===== src/sv/srtf_pkg.sv =====
`timescale 1ns / 1ps

package srtf_pkg;

    // Capacity and time width of the task set
    localparam int MAX_TASKS = 16;
    localparam int TIME_BITS = 16;

    // Fixed port field widths
    localparam int IN_FIELD_BITS  = 16;
    localparam int OUT_TIME_BITS  = 24;
    localparam int OUT_INDEX_BITS = 6;

    // Derived widths
    localparam int IDX_BITS  = (MAX_TASKS > 1) ? $clog2(MAX_TASKS) : 1;
    localparam int CNT_BITS  = $clog2(MAX_TASKS + 1);
    localparam int DUE_BITS  = TIME_BITS + 1;
    // latest finish <= max arrival + sum of bursts < (MAX_TASKS + 1) * 2^TIME_BITS
    localparam int TICK_BITS = (TIME_BITS + CNT_BITS + 1 > OUT_TIME_BITS) ?
                               (TIME_BITS + CNT_BITS + 1) : OUT_TIME_BITS;

    // Front-to-back queue
    localparam int QUEUE_DEPTH = 2;
    localparam int QPTR_BITS   = (QUEUE_DEPTH > 1) ? $clog2(QUEUE_DEPTH) : 1;
    localparam int QCNT_BITS   = $clog2(QUEUE_DEPTH + 1);

    typedef struct packed {
        logic [IN_FIELD_BITS-1:0] arrival_time;
        logic [IN_FIELD_BITS-1:0] burst_time;
        logic                     last_task;
    } t_in_item;

    typedef struct packed {
        logic [OUT_INDEX_BITS-1:0] task_index;
        logic [OUT_TIME_BITS-1:0]  completion_time;
        logic [OUT_TIME_BITS-1:0]  turnaround_time;
        logic [OUT_TIME_BITS-1:0]  waiting_time;
        logic                      last_result;
    } t_out_item;

    // Classified task as it travels from front to back
    typedef struct packed {
        logic [TIME_BITS-1:0] arrival;
        logic [TIME_BITS-1:0] burst;
        logic [DUE_BITS-1:0]  due;     // arrival + burst
        logic                 last;
    } t_task;

endpackage


===== src/sv/srtf_front.sv =====
`timescale 1ns / 1ps

module srtf_front (
    input  srtf_pkg::t_in_item i_item,
    output srtf_pkg::t_task    o_task
);
    import srtf_pkg::*;

    logic [TIME_BITS-1:0] arrival;
    logic [TIME_BITS-1:0] burst_raw;
    logic [TIME_BITS-1:0] burst;

    always_comb begin
        arrival   = TIME_BITS'(i_item.arrival_time);
        burst_raw = TIME_BITS'(i_item.burst_time);
        // zero burst is served as one tick
        burst     = (burst_raw == '0) ? TIME_BITS'(1) : burst_raw;

        o_task.arrival = arrival;
        o_task.burst   = burst;
        o_task.due     = DUE_BITS'(arrival) + DUE_BITS'(burst);
        o_task.last    = i_item.last_task;
    end

endmodule


===== src/sv/srtf_queue.sv =====
`timescale 1ns / 1ps

module srtf_queue (
    input  logic            i_clk,
    input  logic            i_rst_n,
    input  logic            i_push_valid,
    output logic            o_push_ready,
    input  srtf_pkg::t_task i_push,
    output logic            o_pop_valid,
    input  logic            i_pop_ready,
    output srtf_pkg::t_task o_pop
);
    import srtf_pkg::*;

    t_task                r_mem [QUEUE_DEPTH];
    logic [QPTR_BITS-1:0] r_wr_ptr;
    logic [QPTR_BITS-1:0] r_rd_ptr;
    logic [QCNT_BITS-1:0] r_count;

    logic push;
    logic pop;

    assign o_push_ready = (r_count != QCNT_BITS'(QUEUE_DEPTH));
    assign o_pop_valid  = (r_count != '0);
    assign o_pop        = r_mem[r_rd_ptr];
    assign push         = i_push_valid && o_push_ready;
    assign pop          = o_pop_valid && i_pop_ready;

    always_ff @(posedge i_clk) begin
        if (push) begin
            r_mem[r_wr_ptr] <= i_push;
        end
    end

    always_ff @(posedge i_clk) begin
        if (!i_rst_n) begin
            r_wr_ptr <= '0;
            r_rd_ptr <= '0;
            r_count  <= '0;
        end else begin
            if (push) begin
                r_wr_ptr <= (r_wr_ptr == QPTR_BITS'(QUEUE_DEPTH - 1)) ? '0
                                                                       : r_wr_ptr + 1'b1;
            end
            if (pop) begin
                r_rd_ptr <= (r_rd_ptr == QPTR_BITS'(QUEUE_DEPTH - 1)) ? '0
                                                                       : r_rd_ptr + 1'b1;
            end
            if (push && !pop) begin
                r_count <= r_count + 1'b1;
            end else if (pop && !push) begin
                r_count <= r_count - 1'b1;
            end
        end
    end

endmodule


===== src/sv/srtf_back.sv =====
`timescale 1ns / 1ps

module srtf_back (
    input  logic                i_clk,
    input  logic                i_rst_n,
    input  logic                i_task_valid,
    output logic                o_task_ready,
    input  srtf_pkg::t_task     i_task,
    output logic                o_out_valid,
    input  logic                i_out_ready,
    output srtf_pkg::t_out_item o_out_data
);
    import srtf_pkg::*;

    typedef enum logic [4:0] {
        S_LOAD  = 5'b00001,
        S_SCAN  = 5'b00010,
        S_GAP   = 5'b00100,
        S_APPLY = 5'b01000,
        S_EMIT  = 5'b10000
    } t_state;

    t_state r_state;

    // task stores
    logic [TIME_BITS-1:0]     r_arr [MAX_TASKS];
    logic [DUE_BITS-1:0]      r_due [MAX_TASKS];
    logic [TIME_BITS-1:0]     r_rem [MAX_TASKS];
    logic [OUT_TIME_BITS-1:0] r_fin [MAX_TASKS];
    logic [MAX_TASKS-1:0]     r_finished;

    logic [CNT_BITS-1:0]  r_task_cnt;
    logic [CNT_BITS-1:0]  r_done_cnt;
    logic [TICK_BITS-1:0] r_tick;
    logic [CNT_BITS-1:0]  r_idx;

    // scan results
    logic [IDX_BITS-1:0]  r_pick;
    logic [TIME_BITS-1:0] r_best;
    logic                 r_found;
    logic [TIME_BITS-1:0] r_next;
    logic                 r_have_next;
    logic [TICK_BITS-1:0] r_gap;

    logic      r_out_valid;
    t_out_item r_out;

    logic [IDX_BITS-1:0]      idx;
    logic [IDX_BITS-1:0]      slot;
    logic [TIME_BITS-1:0]     rd_arr;
    logic [TIME_BITS-1:0]     rd_rem;
    logic [DUE_BITS-1:0]      rd_due;
    logic [OUT_TIME_BITS-1:0] rd_fin;
    logic                     rd_done;
    logic                     arrived;
    logic                     scan_last;
    logic                     run_split;
    logic [TICK_BITS-1:0]     run;
    logic [TICK_BITS-1:0]     tick_after;
    logic                     emit_go;

    always_comb begin
        idx        = r_idx[IDX_BITS-1:0];
        slot       = r_task_cnt[IDX_BITS-1:0];
        rd_arr     = r_arr[idx];
        rd_rem     = r_rem[idx];
        rd_due     = r_due[idx];
        rd_fin     = r_fin[idx];
        rd_done    = r_finished[idx];
        arrived    = (TICK_BITS'(rd_arr) <= r_tick);
        scan_last  = ((r_idx + CNT_BITS'(1)) == r_task_cnt);
        // serve the pick up to the next arrival or to its end
        run_split  = r_have_next && (r_gap < TICK_BITS'(r_best));
        run        = run_split ? r_gap : TICK_BITS'(r_best);
        tick_after = r_tick + run;
        emit_go    = !r_out_valid || i_out_ready;
    end

    assign o_task_ready = (r_state == S_LOAD);
    assign o_out_valid  = r_out_valid;
    assign o_out_data   = r_out;

    // payload stores
    always_ff @(posedge i_clk) begin
        if (r_state == S_LOAD && i_task_valid && r_task_cnt < CNT_BITS'(MAX_TASKS)) begin
            r_arr[slot] <= i_task.arrival;
            r_due[slot] <= i_task.due;
        end
        if (r_state == S_LOAD && i_task_valid && r_task_cnt < CNT_BITS'(MAX_TASKS)) begin
            r_rem[slot] <= i_task.burst;
        end else if (r_state == S_APPLY) begin
            r_rem[r_pick] <= run_split ? (r_best - TIME_BITS'(r_gap)) : '0;
        end
        if (r_state == S_APPLY && !run_split) begin
            r_fin[r_pick] <= OUT_TIME_BITS'(tick_after);
        end
        if (r_state == S_SCAN && !rd_done) begin
            if (arrived) begin
                if (!r_found || rd_rem < r_best) begin
                    r_pick <= idx;
                    r_best <= rd_rem;
                end
            end else if (!r_have_next || rd_arr < r_next) begin
                r_next <= rd_arr;
            end
        end
        if (r_state == S_GAP) begin
            r_gap <= TICK_BITS'(r_next) - r_tick;
        end
        if (r_state == S_EMIT && emit_go) begin
            r_out.task_index      <= OUT_INDEX_BITS'(r_idx);
            r_out.completion_time <= rd_fin;
            r_out.turnaround_time <= rd_fin - OUT_TIME_BITS'(rd_arr);
            r_out.waiting_time    <= rd_fin - OUT_TIME_BITS'(rd_due);
            r_out.last_result     <= scan_last;
        end
    end

    // control
    always_ff @(posedge i_clk) begin
        if (!i_rst_n) begin
            r_state     <= S_LOAD;
            r_finished  <= '0;
            r_task_cnt  <= '0;
            r_done_cnt  <= '0;
            r_tick      <= '0;
            r_idx       <= '0;
            r_found     <= 1'b0;
            r_have_next <= 1'b0;
            r_out_valid <= 1'b0;
        end else begin
            if (r_state == S_EMIT && emit_go) begin
                r_out_valid <= 1'b1;
            end else if (i_out_ready) begin
                r_out_valid <= 1'b0;
            end
            unique case (r_state)
                S_LOAD: begin
                    if (i_task_valid) begin
                        if (r_task_cnt < CNT_BITS'(MAX_TASKS)) begin
                            r_finished[slot] <= 1'b0;
                            r_task_cnt       <= r_task_cnt + 1'b1;
                        end
                        if (i_task.last) begin
                            r_state     <= S_SCAN;
                            r_idx       <= '0;
                            r_found     <= 1'b0;
                            r_have_next <= 1'b0;
                        end
                    end
                end
                S_SCAN: begin
                    if (!rd_done) begin
                        if (arrived) begin
                            r_found <= 1'b1;
                        end else begin
                            r_have_next <= 1'b1;
                        end
                    end
                    if (scan_last) begin
                        r_state <= S_GAP;
                    end else begin
                        r_idx <= r_idx + 1'b1;
                    end
                end
                S_GAP: begin
                    if (!r_found) begin
                        // idle: jump to the next arrival and rescan
                        r_tick      <= TICK_BITS'(r_next);
                        r_state     <= S_SCAN;
                        r_idx       <= '0;
                        r_have_next <= 1'b0;
                    end else begin
                        r_state <= S_APPLY;
                    end
                end
                S_APPLY: begin
                    r_tick      <= tick_after;
                    r_idx       <= '0;
                    r_found     <= 1'b0;
                    r_have_next <= 1'b0;
                    if (!run_split) begin
                        r_finished[r_pick] <= 1'b1;
                        r_done_cnt         <= r_done_cnt + 1'b1;
                    end
                    // last completion moves on to the results
                    if (!run_split && (r_done_cnt + CNT_BITS'(1)) == r_task_cnt) begin
                        r_state <= S_EMIT;
                    end else begin
                        r_state <= S_SCAN;
                    end
                end
                S_EMIT: begin
                    if (emit_go) begin
                        if (scan_last) begin
                            r_finished <= '0;
                            r_task_cnt <= '0;
                            r_done_cnt <= '0;
                            r_tick     <= '0;
                            r_idx      <= '0;
                            r_state    <= S_LOAD;
                        end else begin
                            r_idx <= r_idx + 1'b1;
                        end
                    end
                end
                default: begin
                    r_state <= S_LOAD;
                end
            endcase
        end
    end

    a_scan_in_range: assert property (@(posedge i_clk) disable iff (!i_rst_n)
        (r_state == S_SCAN) |-> (r_idx < r_task_cnt))
        else $error("scan index beyond task count");

    a_sim_not_done: assert property (@(posedge i_clk) disable iff (!i_rst_n)
        (r_state == S_SCAN || r_state == S_GAP || r_state == S_APPLY)
            |-> (r_done_cnt < r_task_cnt))
        else $error("simulation running with all tasks finished");

    a_apply_has_pick: assert property (@(posedge i_clk) disable iff (!i_rst_n)
        (r_state == S_APPLY) |-> r_found)
        else $error("service step without a ready task");

    a_set_cleared: assert property (@(posedge i_clk) disable iff (!i_rst_n)
        (r_state == S_EMIT && emit_go && scan_last)
            |=> (r_state == S_LOAD && r_task_cnt == '0 && r_finished == '0))
        else $error("task set not cleared after final result");

endmodule


===== src/sv/srtf_schedule_simulator.sv =====
`timescale 1ns / 1ps

// Preemptive shortest-remaining-time-first schedule simulator. Tasks arrive one
// beat per cycle while o_in_ready is high, as (arrival, burst), and are held in
// load order, up to MAX_TASKS; extra tasks are dropped and a zero burst counts
// as one. The beat with last_task set closes the set and starts the simulation
// from tick zero; when every task is done, one result beat per task comes out
// in index order with completion, turnaround and waiting times, last_result on
// the final one, and the block is clear for the next set. The simulation walks
// the task stores through their single read port, one task per cycle; each
// scheduling step is a scan over all n tasks, then S_GAP and, except on an
// idle jump, S_APPLY. A set needs at most about 3n steps (completions,
// preemptions at arrivals and idle jumps), then one result per cycle comes
// out when the output side keeps up. Intake stays open during the run until
// the two-entry queue in front of the simulator is full.
module srtf_schedule_simulator (
    input  logic                i_clk,
    input  logic                i_rst_n,
    input  logic                i_in_valid,
    output logic                o_in_ready,
    input  srtf_pkg::t_in_item  i_in_data,
    output logic                o_out_valid,
    input  logic                i_out_ready,
    output srtf_pkg::t_out_item o_out_data
);
    import srtf_pkg::*;

    t_task front_task;   // classified task from the front end
    t_task q_task;       // head of the queue
    logic  q_valid;
    logic  q_ready;

    // front: mask times, repair zero bursts, precompute arrival + burst
    srtf_front u_front (
        .i_item (i_in_data),
        .o_task (front_task)
    );

    // decouples intake from the simulator
    srtf_queue u_queue (
        .i_clk        (i_clk),
        .i_rst_n      (i_rst_n),
        .i_push_valid (i_in_valid),
        .o_push_ready (o_in_ready),
        .i_push       (front_task),
        .o_pop_valid  (q_valid),
        .i_pop_ready  (q_ready),
        .o_pop        (q_task)
    );

    // back: task stores, scheduling engine and result register
    srtf_back u_back (
        .i_clk        (i_clk),
        .i_rst_n      (i_rst_n),
        .i_task_valid (q_valid),
        .o_task_ready (q_ready),
        .i_task       (q_task),
        .o_out_valid  (o_out_valid),
        .i_out_ready  (i_out_ready),
        .o_out_data   (o_out_data)
    );

endmodule

===== config.mk =====
export PLATFORM = sky130hd
export DESIGN_NAME = srtf_schedule_simulator
export DESIGN_NICKNAME = d
export VERILOG_FILES = /design/src/sv/srtf_pkg.sv /design/src/sv/srtf_front.sv /design/src/sv/srtf_queue.sv /design/src/sv/srtf_back.sv /design/src/sv/srtf_schedule_simulator.sv
export SDC_FILE = /design/constraint.sdc
export NUM_CORES = 2
export LEC_CHECK = 0
export ABC_CLOCK_PERIOD_IN_PS = 6350
export BUFFER_PORTS_ARGS = -buffer_cell sky130_fd_sc_hd__buf_4
export CELL_PAD_IN_SITES_DETAIL_PLACEMENT = 0
export CELL_PAD_IN_SITES_GLOBAL_PLACEMENT = 2
export CORE_MARGIN = 4
export CORE_UTILIZATION = 35
export CTS_CLUSTER_SIZE = 24
export DETAILED_ROUTE_END_ITERATION = 6
export HOLD_SLACK_MARGIN = 0.15
export PLACE_DENSITY = 0.69
export SYNTH_ARGS = -nofsm -noshare
export SYNTH_HDL_FRONTEND = slang
export SYNTH_SLANG_ARGS = --single-unit

===== constraint.sdc =====
create_clock -name i_clk -period 6.35 [get_ports i_clk]
set_clock_uncertainty 0.15 [all_clocks]
set_input_delay 0.635 -clock i_clk [delete_from_list [all_inputs] [get_ports i_clk]]
set_output_delay 0.635 -clock i_clk [all_outputs]
set_load 0.1 [all_outputs]

After elaboration in Yosys (flattened, before gate mapping)
Memories as Yosys holds them, arrays and structs flattened. A register that Yosys moved wholly into a read port is not among the register bits.
Index checks and enable logic that the tools add are counted.
W data, S select, Z words.
{ "word_totals": {"wordCells": 195, "memories": 5, "mem_bits_rw": 1268, "regBits": 205, "mem_bits_ro": 0, "input_bits": 37, "latch_bits": 0} }
{ "memory_table": {"columns": ["name", "depth", "width", "rd", "rd_clocked_by_memory_dff", "wr", "line", "text"], "rows": [
  ["u_back.r_fin", 16, 24, 1, 1, 1, "srtf_back.sv:29", "logic [OUT_TIME_BITS-1:0] r_fin [MAX_TASKS];"],
  ["u_back.r_due", 16, 17, 1, 1, 1, "srtf_back.sv:27", "logic [DUE_BITS-1:0] r_due [MAX_TASKS];"],
  ["u_back.r_arr", 16, 16, 1, 1, 1, "srtf_back.sv:26", "logic [TIME_BITS-1:0] r_arr [MAX_TASKS];"],
  ["u_back.r_rem", 16, 16, 1, 1, 1, "srtf_back.sv:28", "logic [TIME_BITS-1:0] r_rem [MAX_TASKS];"],
  ["u_queue.r_mem", 2, 50, 1, 1, 1, "srtf_queue.sv:15", "t_task r_mem [QUEUE_DEPTH];"]
]} }
{ "op_classes": {"magnitude_cmp": 10, "bitwise": 4, "n_mul": 0, "shift": 0, "n_mux": 78, "eq_ne": 20, "n_addsub": 13, "div": 0, "n_reduce_logical": 44} }
{ "ops": {"columns": ["op", "count"], "rows": [
  ["$mux W16", 8],
  ["$mux W24", 4],
  ["$mux W5", 17],
  ["$pmux W24 S3", 1],
  ["$pmux W5 S5", 2],
  ["$pmux W16 S3", 1],
  ["$mux W4", 10],
  ["$lt A16 B16 Y1", 2],
  ["$mux W1", 26],
  ["$add A24 B24 Y24", 1],
  ["$le A16 B24 Y1", 1],
  ["$lt A24 B16 Y1", 1],
  ["$sub A16 B24 Y24", 1],
  ["$sub A24 B16 Y24", 1],
  ["$sub A24 B17 Y24", 1],
  ["$pmux W5 S2", 2],
  ["$reduce_and A6 Y1", 3],
  ["$add A16 B16 Y17", 1],
  ["$and A16 B16 Y16", 1],
  ["$logic_not A16 Y1", 1],
  ["$not A16 Y16", 1],
  ["$or A16 B16 Y16", 1],
  ["$reduce_or A16 Y1", 1],
  ["$sub A16 B16 Y16", 1],
  ["other kinds (31)", 80]
]} }

Longest topological paths before layout
{ "logic_depth": {"depth_word": 9, "ltp_mapped": 25, "ltp_nobuf": 21} }

Modules after synthesis
A second synthesis with hierarchy kept.
{ "hier_totals": {"cells_unflattened": 3497, "area_unflattened_um2": 62819.0} }
{ "modules_own_cells": {"columns": ["mod", "instances", "cells_each", "area_each_um2"], "rows": [
  ["srtf_back", 1, 3165, 57963.1],
  ["srtf_queue", 1, 180, 3837.4],
  ["srtf_front", 1, 152, 1018.5]
]} }

Worst setup path before layout
Ideal clock, no wire load.
{ "synth_path": {"path_type": "register to register", "startpoint": "reg (tool-made name)", "endpoint": "reg u_back.r_best[0], enable pin", "stages_incl_launch_ff": 17, "required_time_ns": 5.778, "arrival_time_ns": 5.395, "synth_period_minus_slack_ns": 5.967, "path_slack_ns": 0.383, "cell_sequence": "dfxtp_1 > buf_6 > buf_4 > buf_2 > clkbuf_1 > buf_2 > mux4_2 > mux4_2 > ha_1 > nor2b_1 > o21a_1 > o21a_1 > o21ai_0 > a21oi_1 > o2111ai_1 > o211ai_1 > nor3_1"} }
{ "synth_lines": {"columns": ["item", "line", "text"], "rows": [
  ["end signal, assigned", "srtf_back.sv:101", "r_best <= rd_rem;"],
  ["end, declared", "srtf_back.sv:39", "logic [TIME_BITS-1:0] r_best;"]
]} }

Worst setup path after layout
{ "layout_path": {"startpoint": "reg u_back.r_gap[9]", "endpoint": "reg u_back.r_tick[19]"} }
{ "layout_between": {"elab_chain_len": 5} }
{ "layout_rtl": {"columns": ["item", "line", "text"], "rows": [
  ["start, declared", "srtf_back.sv:43", "logic [TICK_BITS-1:0] r_gap;"],
  ["start signal, assigned", "srtf_back.sv:108", "r_gap <= TICK_BITS'(r_next) - r_tick;"],
  ["$lt A24 B16 Y1", "srtf_back.sv:73", "run_split = r_have_next && (r_gap < TICK_BITS'(r_best));"],
  ["$logic_and A1 B1 Y1", "srtf_back.sv:73", null],
  ["$mux W24 (*)", "srtf_back.sv:74", "run = run_split ? r_gap : TICK_BITS'(r_best);"],
  ["$add A24 B24 Y24 (*)", "srtf_back.sv:75", "tick_after = r_tick + run;"],
  ["via u_back.tick_after[19]", "srtf_back.sv:59", "logic [TICK_BITS-1:0] tick_after;"],
  ["$pmux W24 S3 (*)", "srtf_back.sv:137", "unique case (r_state)"],
  ["end signal, assigned", "srtf_back.sv:169", "r_tick <= TICK_BITS'(r_next);"],
  ["end signal, assigned", "srtf_back.sv:178", "r_tick <= tick_after;"],
  ["end, declared", "srtf_back.sv:34", "logic [TICK_BITS-1:0] r_tick;"]
]} }
The timed path passes the listed nets; every way through them passes the cells marked *.
A chain may end at the register's enable or synchronous reset.

==> results by group <==
Power and ir drop
  • Clock power share: 36.9%
  • Logic gate share of total power: 14.8%
  • Power Dens Cells: 337 nW/um^2
  • NetSw: 6290 uW
  • Max IR drop VDD: 0.227 mV
  • Leak: 0.0234 uW
  • Internal power: 18100 uW
  • Sequential Power Share: 48.3%
  • Switch share: 25.8%

Detailed routing
  • Via density: 5.33
  • Detailed Route Iter0 Violations: 3140
  • DR DRC count: 0
  • First drt pass iteration count: 5
  • Post-Route WL: 162000 microns
  • Vias: 32800
  • WL/cell: 26.4 microns
  • Final ANT Viol Nets: 0

Timing
  • Slew headroom: 15.7%
  • Period minus WS final: 5.85 ns
  • Max Slew Vio Count: 0
  • Final setup margin: 0.501 ns
  • Worst slew pin tran: 1.26 ns
  • Setup TNS: 0 ns
  • Max Fclk: 171 MHz
  • Setup-failing EPs final: 0
  • Final hold violation count: 0
  • RSZ-0062 raised after global routing: no
  • Fin crit share: 92.1%
  • Worst hold slack: 0.260 ns

Critical path
  • WP depth: 18
  • Buffers & Inverters on Critical Path: 2
  • Sequence of cells on the critical path: inv_1, ha_1, a21o_1, a21o_1, a2111oi_0, a31oi_1, nor2_4, buf_4, o21ai_1, ha_1, nand3_1, nor3_1, o31ai_1, a31oi_1, a211oi_1, xnor2_1, a22oi_1, nor2_1
  • R2R Path End: u_back.r_tick[19]
  • Crit path capture type: flip-flop
  • Crit path from: u_back.r_gap[9]
  • Worst reg2reg startpoint: u_back.r_gap[9]
  • Slowest cell on crit path: xnor2_1
  • Reg2Reg Depth: 18
  • Critical path type: flip-flop to flip-flop
  • Worst setup path endpoint: u_back.r_tick[19]
  • Delay-heaviest family, CP: compound AO/OA/AOI/OAI gates
  • R2R setup slack: 0.50 ns
  • Worst EP arrival: 6.41 ns
  • Worst EP required: 6.91 ns
  • CP max stage delay: 1.00 ns
  • Worst Setup Start Kind: flip-flop
  • CP max FO: 17

Yosys
  • Post-synth top cells: 1406 x edfxtp_1, 365 x mux4_2, 172 x ha_1
  • Register area share after synthesis: 70.2%
  • Area leader, netlist: edfxtp_1
  • Async SR Flop Fraction: 0%
  • Ys flop type: edfxtp_1
  • Syn Area/Cell: 18.3 sq um
  • Synth Warn #: 0
  • Syn Inst Count: 3398
  • Unique masters post-synth: 77
  • Synthesized cell area: 62200 sq um
  • Most common cell in the synthesized netlist: edfxtp_1
  • Synth top area share: 67.8%
  • Yosys reg bits: 1478
  • Synth area leaders: edfxtp_1 68%, mux4_2 13%, ha_1 3.5%, dfxtp_1 2.3%, xnor2_1 1.1%
  • Number of enable flip-flop cells after synthesis: 1406

Cells and area
  • NumNets Final: 3905
  • Final std cells w/o fill: 6153
  • Multi-input logic area: 17700 sq um
  • Register area: 43700 sq um
  • Layout cells sized above 1: 24.5%
  • Fillers: 15800
  • P&R area growth vs syn: 16.0%

Min path
  • Worst hold path class: input pin to flip-flop

Global route
  • Largest net degree at the start of global routing: 69
  • GRT Total Usage: 17.5%
  • Number of global-route vias before repair: 33200
  • First-pass GRT wire length: 237000 microns
  • Total grt overflow: 0
  • Initial antenna violation count: 3

Die
  • Total Die Area: 185000 sq um
  • Initial Util: 35.3%
  • Die width: 430 microns
  • Row Count: 154
  • CORE AREA: 176000 sq um
  • Die Y-Extent: 430 microns
  • Ports: 118

CTS
  • CTS tree: done
  • CTS root buf: clkbuf_16
  • H-tree Lvls: 4
  • Max clock buf depth: 3
  • CTS clk-pin slew, worst paths: 0.07 ns
  • CTS Buf Count: 155
  • Clock sinks: 1478
  • Clock latency on the worst-skew pair: 0.79 ns

Placed design
  • Placed Cells: 5838
  • # port buffers: 116
  • Setup slack at placement: 0.0702 ns
  • Placer Congestion: 0.779
  • HPWL after DPL: 102000 microns

Flow run
  • Maxcap violations: 0

Status
  • Status: finished clean
## through the flow
step,power [uW],instance area [sq um],utilization (%)
2_1_floorplan,14100,62300,-
3_5_place_dp,15600,66800,37.8
4_1_cts,24600,72100,40.9
6_report,24300,72200,40.9
3_3_place_gp,15500,66800,37.8
5_1_grt,25400,72200,40.9
## worst min path at each step
stage | start | endpoint | slack, ns | cells after the start
2_1_floorplan | u_back.r_idx[0] | u_back.o_out_data[73] | 0.30 | 0
3_3_place_gp | u_back.r_tick[2] | u_back.r_tick[2] | 0.33 | 2
3_5_place_dp | u_back.r_tick[2] | u_back.r_tick[2] | 0.33 | 2
4_1_cts | i_in_data[1] | u_queue.r_mem[1][18] | 0.25 | 2
5_1_grt | i_in_data[1] | u_queue.r_mem[0][18] | 0.26 | 2
6_report | i_in_data[1] | u_queue.r_mem[1][18] | 0.26 | 2
## kinds of logic after synthesis
family                     count (synthesis)  share of synthesized area (%)
DFF                                     1478                           70.2
xor gates and xnor gates                 121                           1.70
buffers and inverters                    296                           1.92
muxes                                    417                           14.1
other                                      1                        0.00603
and+or+nand+nor                          462                           3.65
AOI/OAI and AO/OA                        445                           4.80
adders and majority gates                178                           3.65
## final cells by class
cell class / count / share of cell area [%]
Sequential cell: 1478 / 60.5
Multi-Input combinational cell: 1631 / 24.5
Clock buffer: 190 / 5.63
Tap cell: 2340 / 4.06
Timing Repair Buffer: 275 / 3.17
Clock inverter: 89 / 1.33
Inverter: 149 / 0.775
Antenna cell: 1 / 0.00347
## repair_timing
action                                  in CTS  in global routing
hold buffers                                34                  0
endpoints found under the hold margin       93                  0
buffers inserted                             0                  1
endpoints found under the setup margin       0                 82
gates resized for setup                      0                  6
## flip-flops by register name, summed over array words and instances, names as in the netlist, 2 cells and up, named ones only
| name | flops |
|---|---|
| u_back.r_gap | 24 |
| u_back.o_out_data | 78 |
| u_back.r_fin | 384 |
| u_back.r_due | 272 |
| u_back.r_finished | 16 |
| u_back.r_tick | 24 |
| u_back.r_arr | 256 |
| u_back.r_best | 16 |
| u_back.r_pick | 4 |
| u_back.r_state | 5 |
| u_back.r_task_cnt | 5 |
| u_back.r_next | 16 |
| u_back.r_idx | 5 |
| u_queue.r_mem | 100 |
| u_queue.r_count | 2 |
| u_back.r_done_cnt | 5 |
| u_back.r_rem | 256 |
## cell usage in the layout (no fill, tap or decap), types with 36 or more instances in the layout
| cell type | Yosys | routed |
|---|---|---|
| edfxtp_1 | 1406 | 1406 |
| a21oi_1 | 119 | 119 |
| xor2_1 | 41 | 39 |
| mux2_2 | 36 | 36 |
| ha_1 | 172 | 172 |
| buf_4 | 3 | 230 |
| dfxtp_1 | 72 | 67 |
| inv_1 | 149 | 149 |
| nor2_1 | 151 | 137 |
| o21ai_0 | 84 | 84 |
| mux4_2 | 365 | 365 |
| a21o_1 | 39 | 39 |
| xnor2_1 | 80 | 77 |
| nand2_1 | 90 | 90 |
| clkbuf_16 | 0 | 157 |
## worst reg2reg max path: stages (launching register included)
cell and delay [ns]:
edfxtp_1 0.39, inv_1 0.06, ha_1 0.40, a21o_1 0.23
a21o_1 0.17, a2111oi_0 0.55, a31oi_1 0.26, nor2_4 0.35
buf_4 0.22, o21ai_1 0.08, ha_1 0.37, nand3_1 0.08
nor3_1 0.25, o31ai_1 0.15, a31oi_1 0.51, a211oi_1 0.20
xnor2_1 1.00, a22oi_1 0.22, nor2_1 0.14
## routing by layer
layer  up-vias  GRT usage, %  routed length, microns
met5         -             0                       0
met4         0          4.52                    3470
li1      14300             -                       -
met3       201          2.74                    9530
met1     17200          25.6                   74200
met2      1009          27.3                   75200
## power groups by stage
stage	clock network, uW	logic [uW]	registers, uW
finish	8980	3610	11800
floorplan	0	2240	11900
global placement	0	3600	11900
CTS	9180	3660	11800
detailed placement	0	3620	12000
global route	9630	3970	11800
No activity file was read; power rests on OpenSTA's default activity.
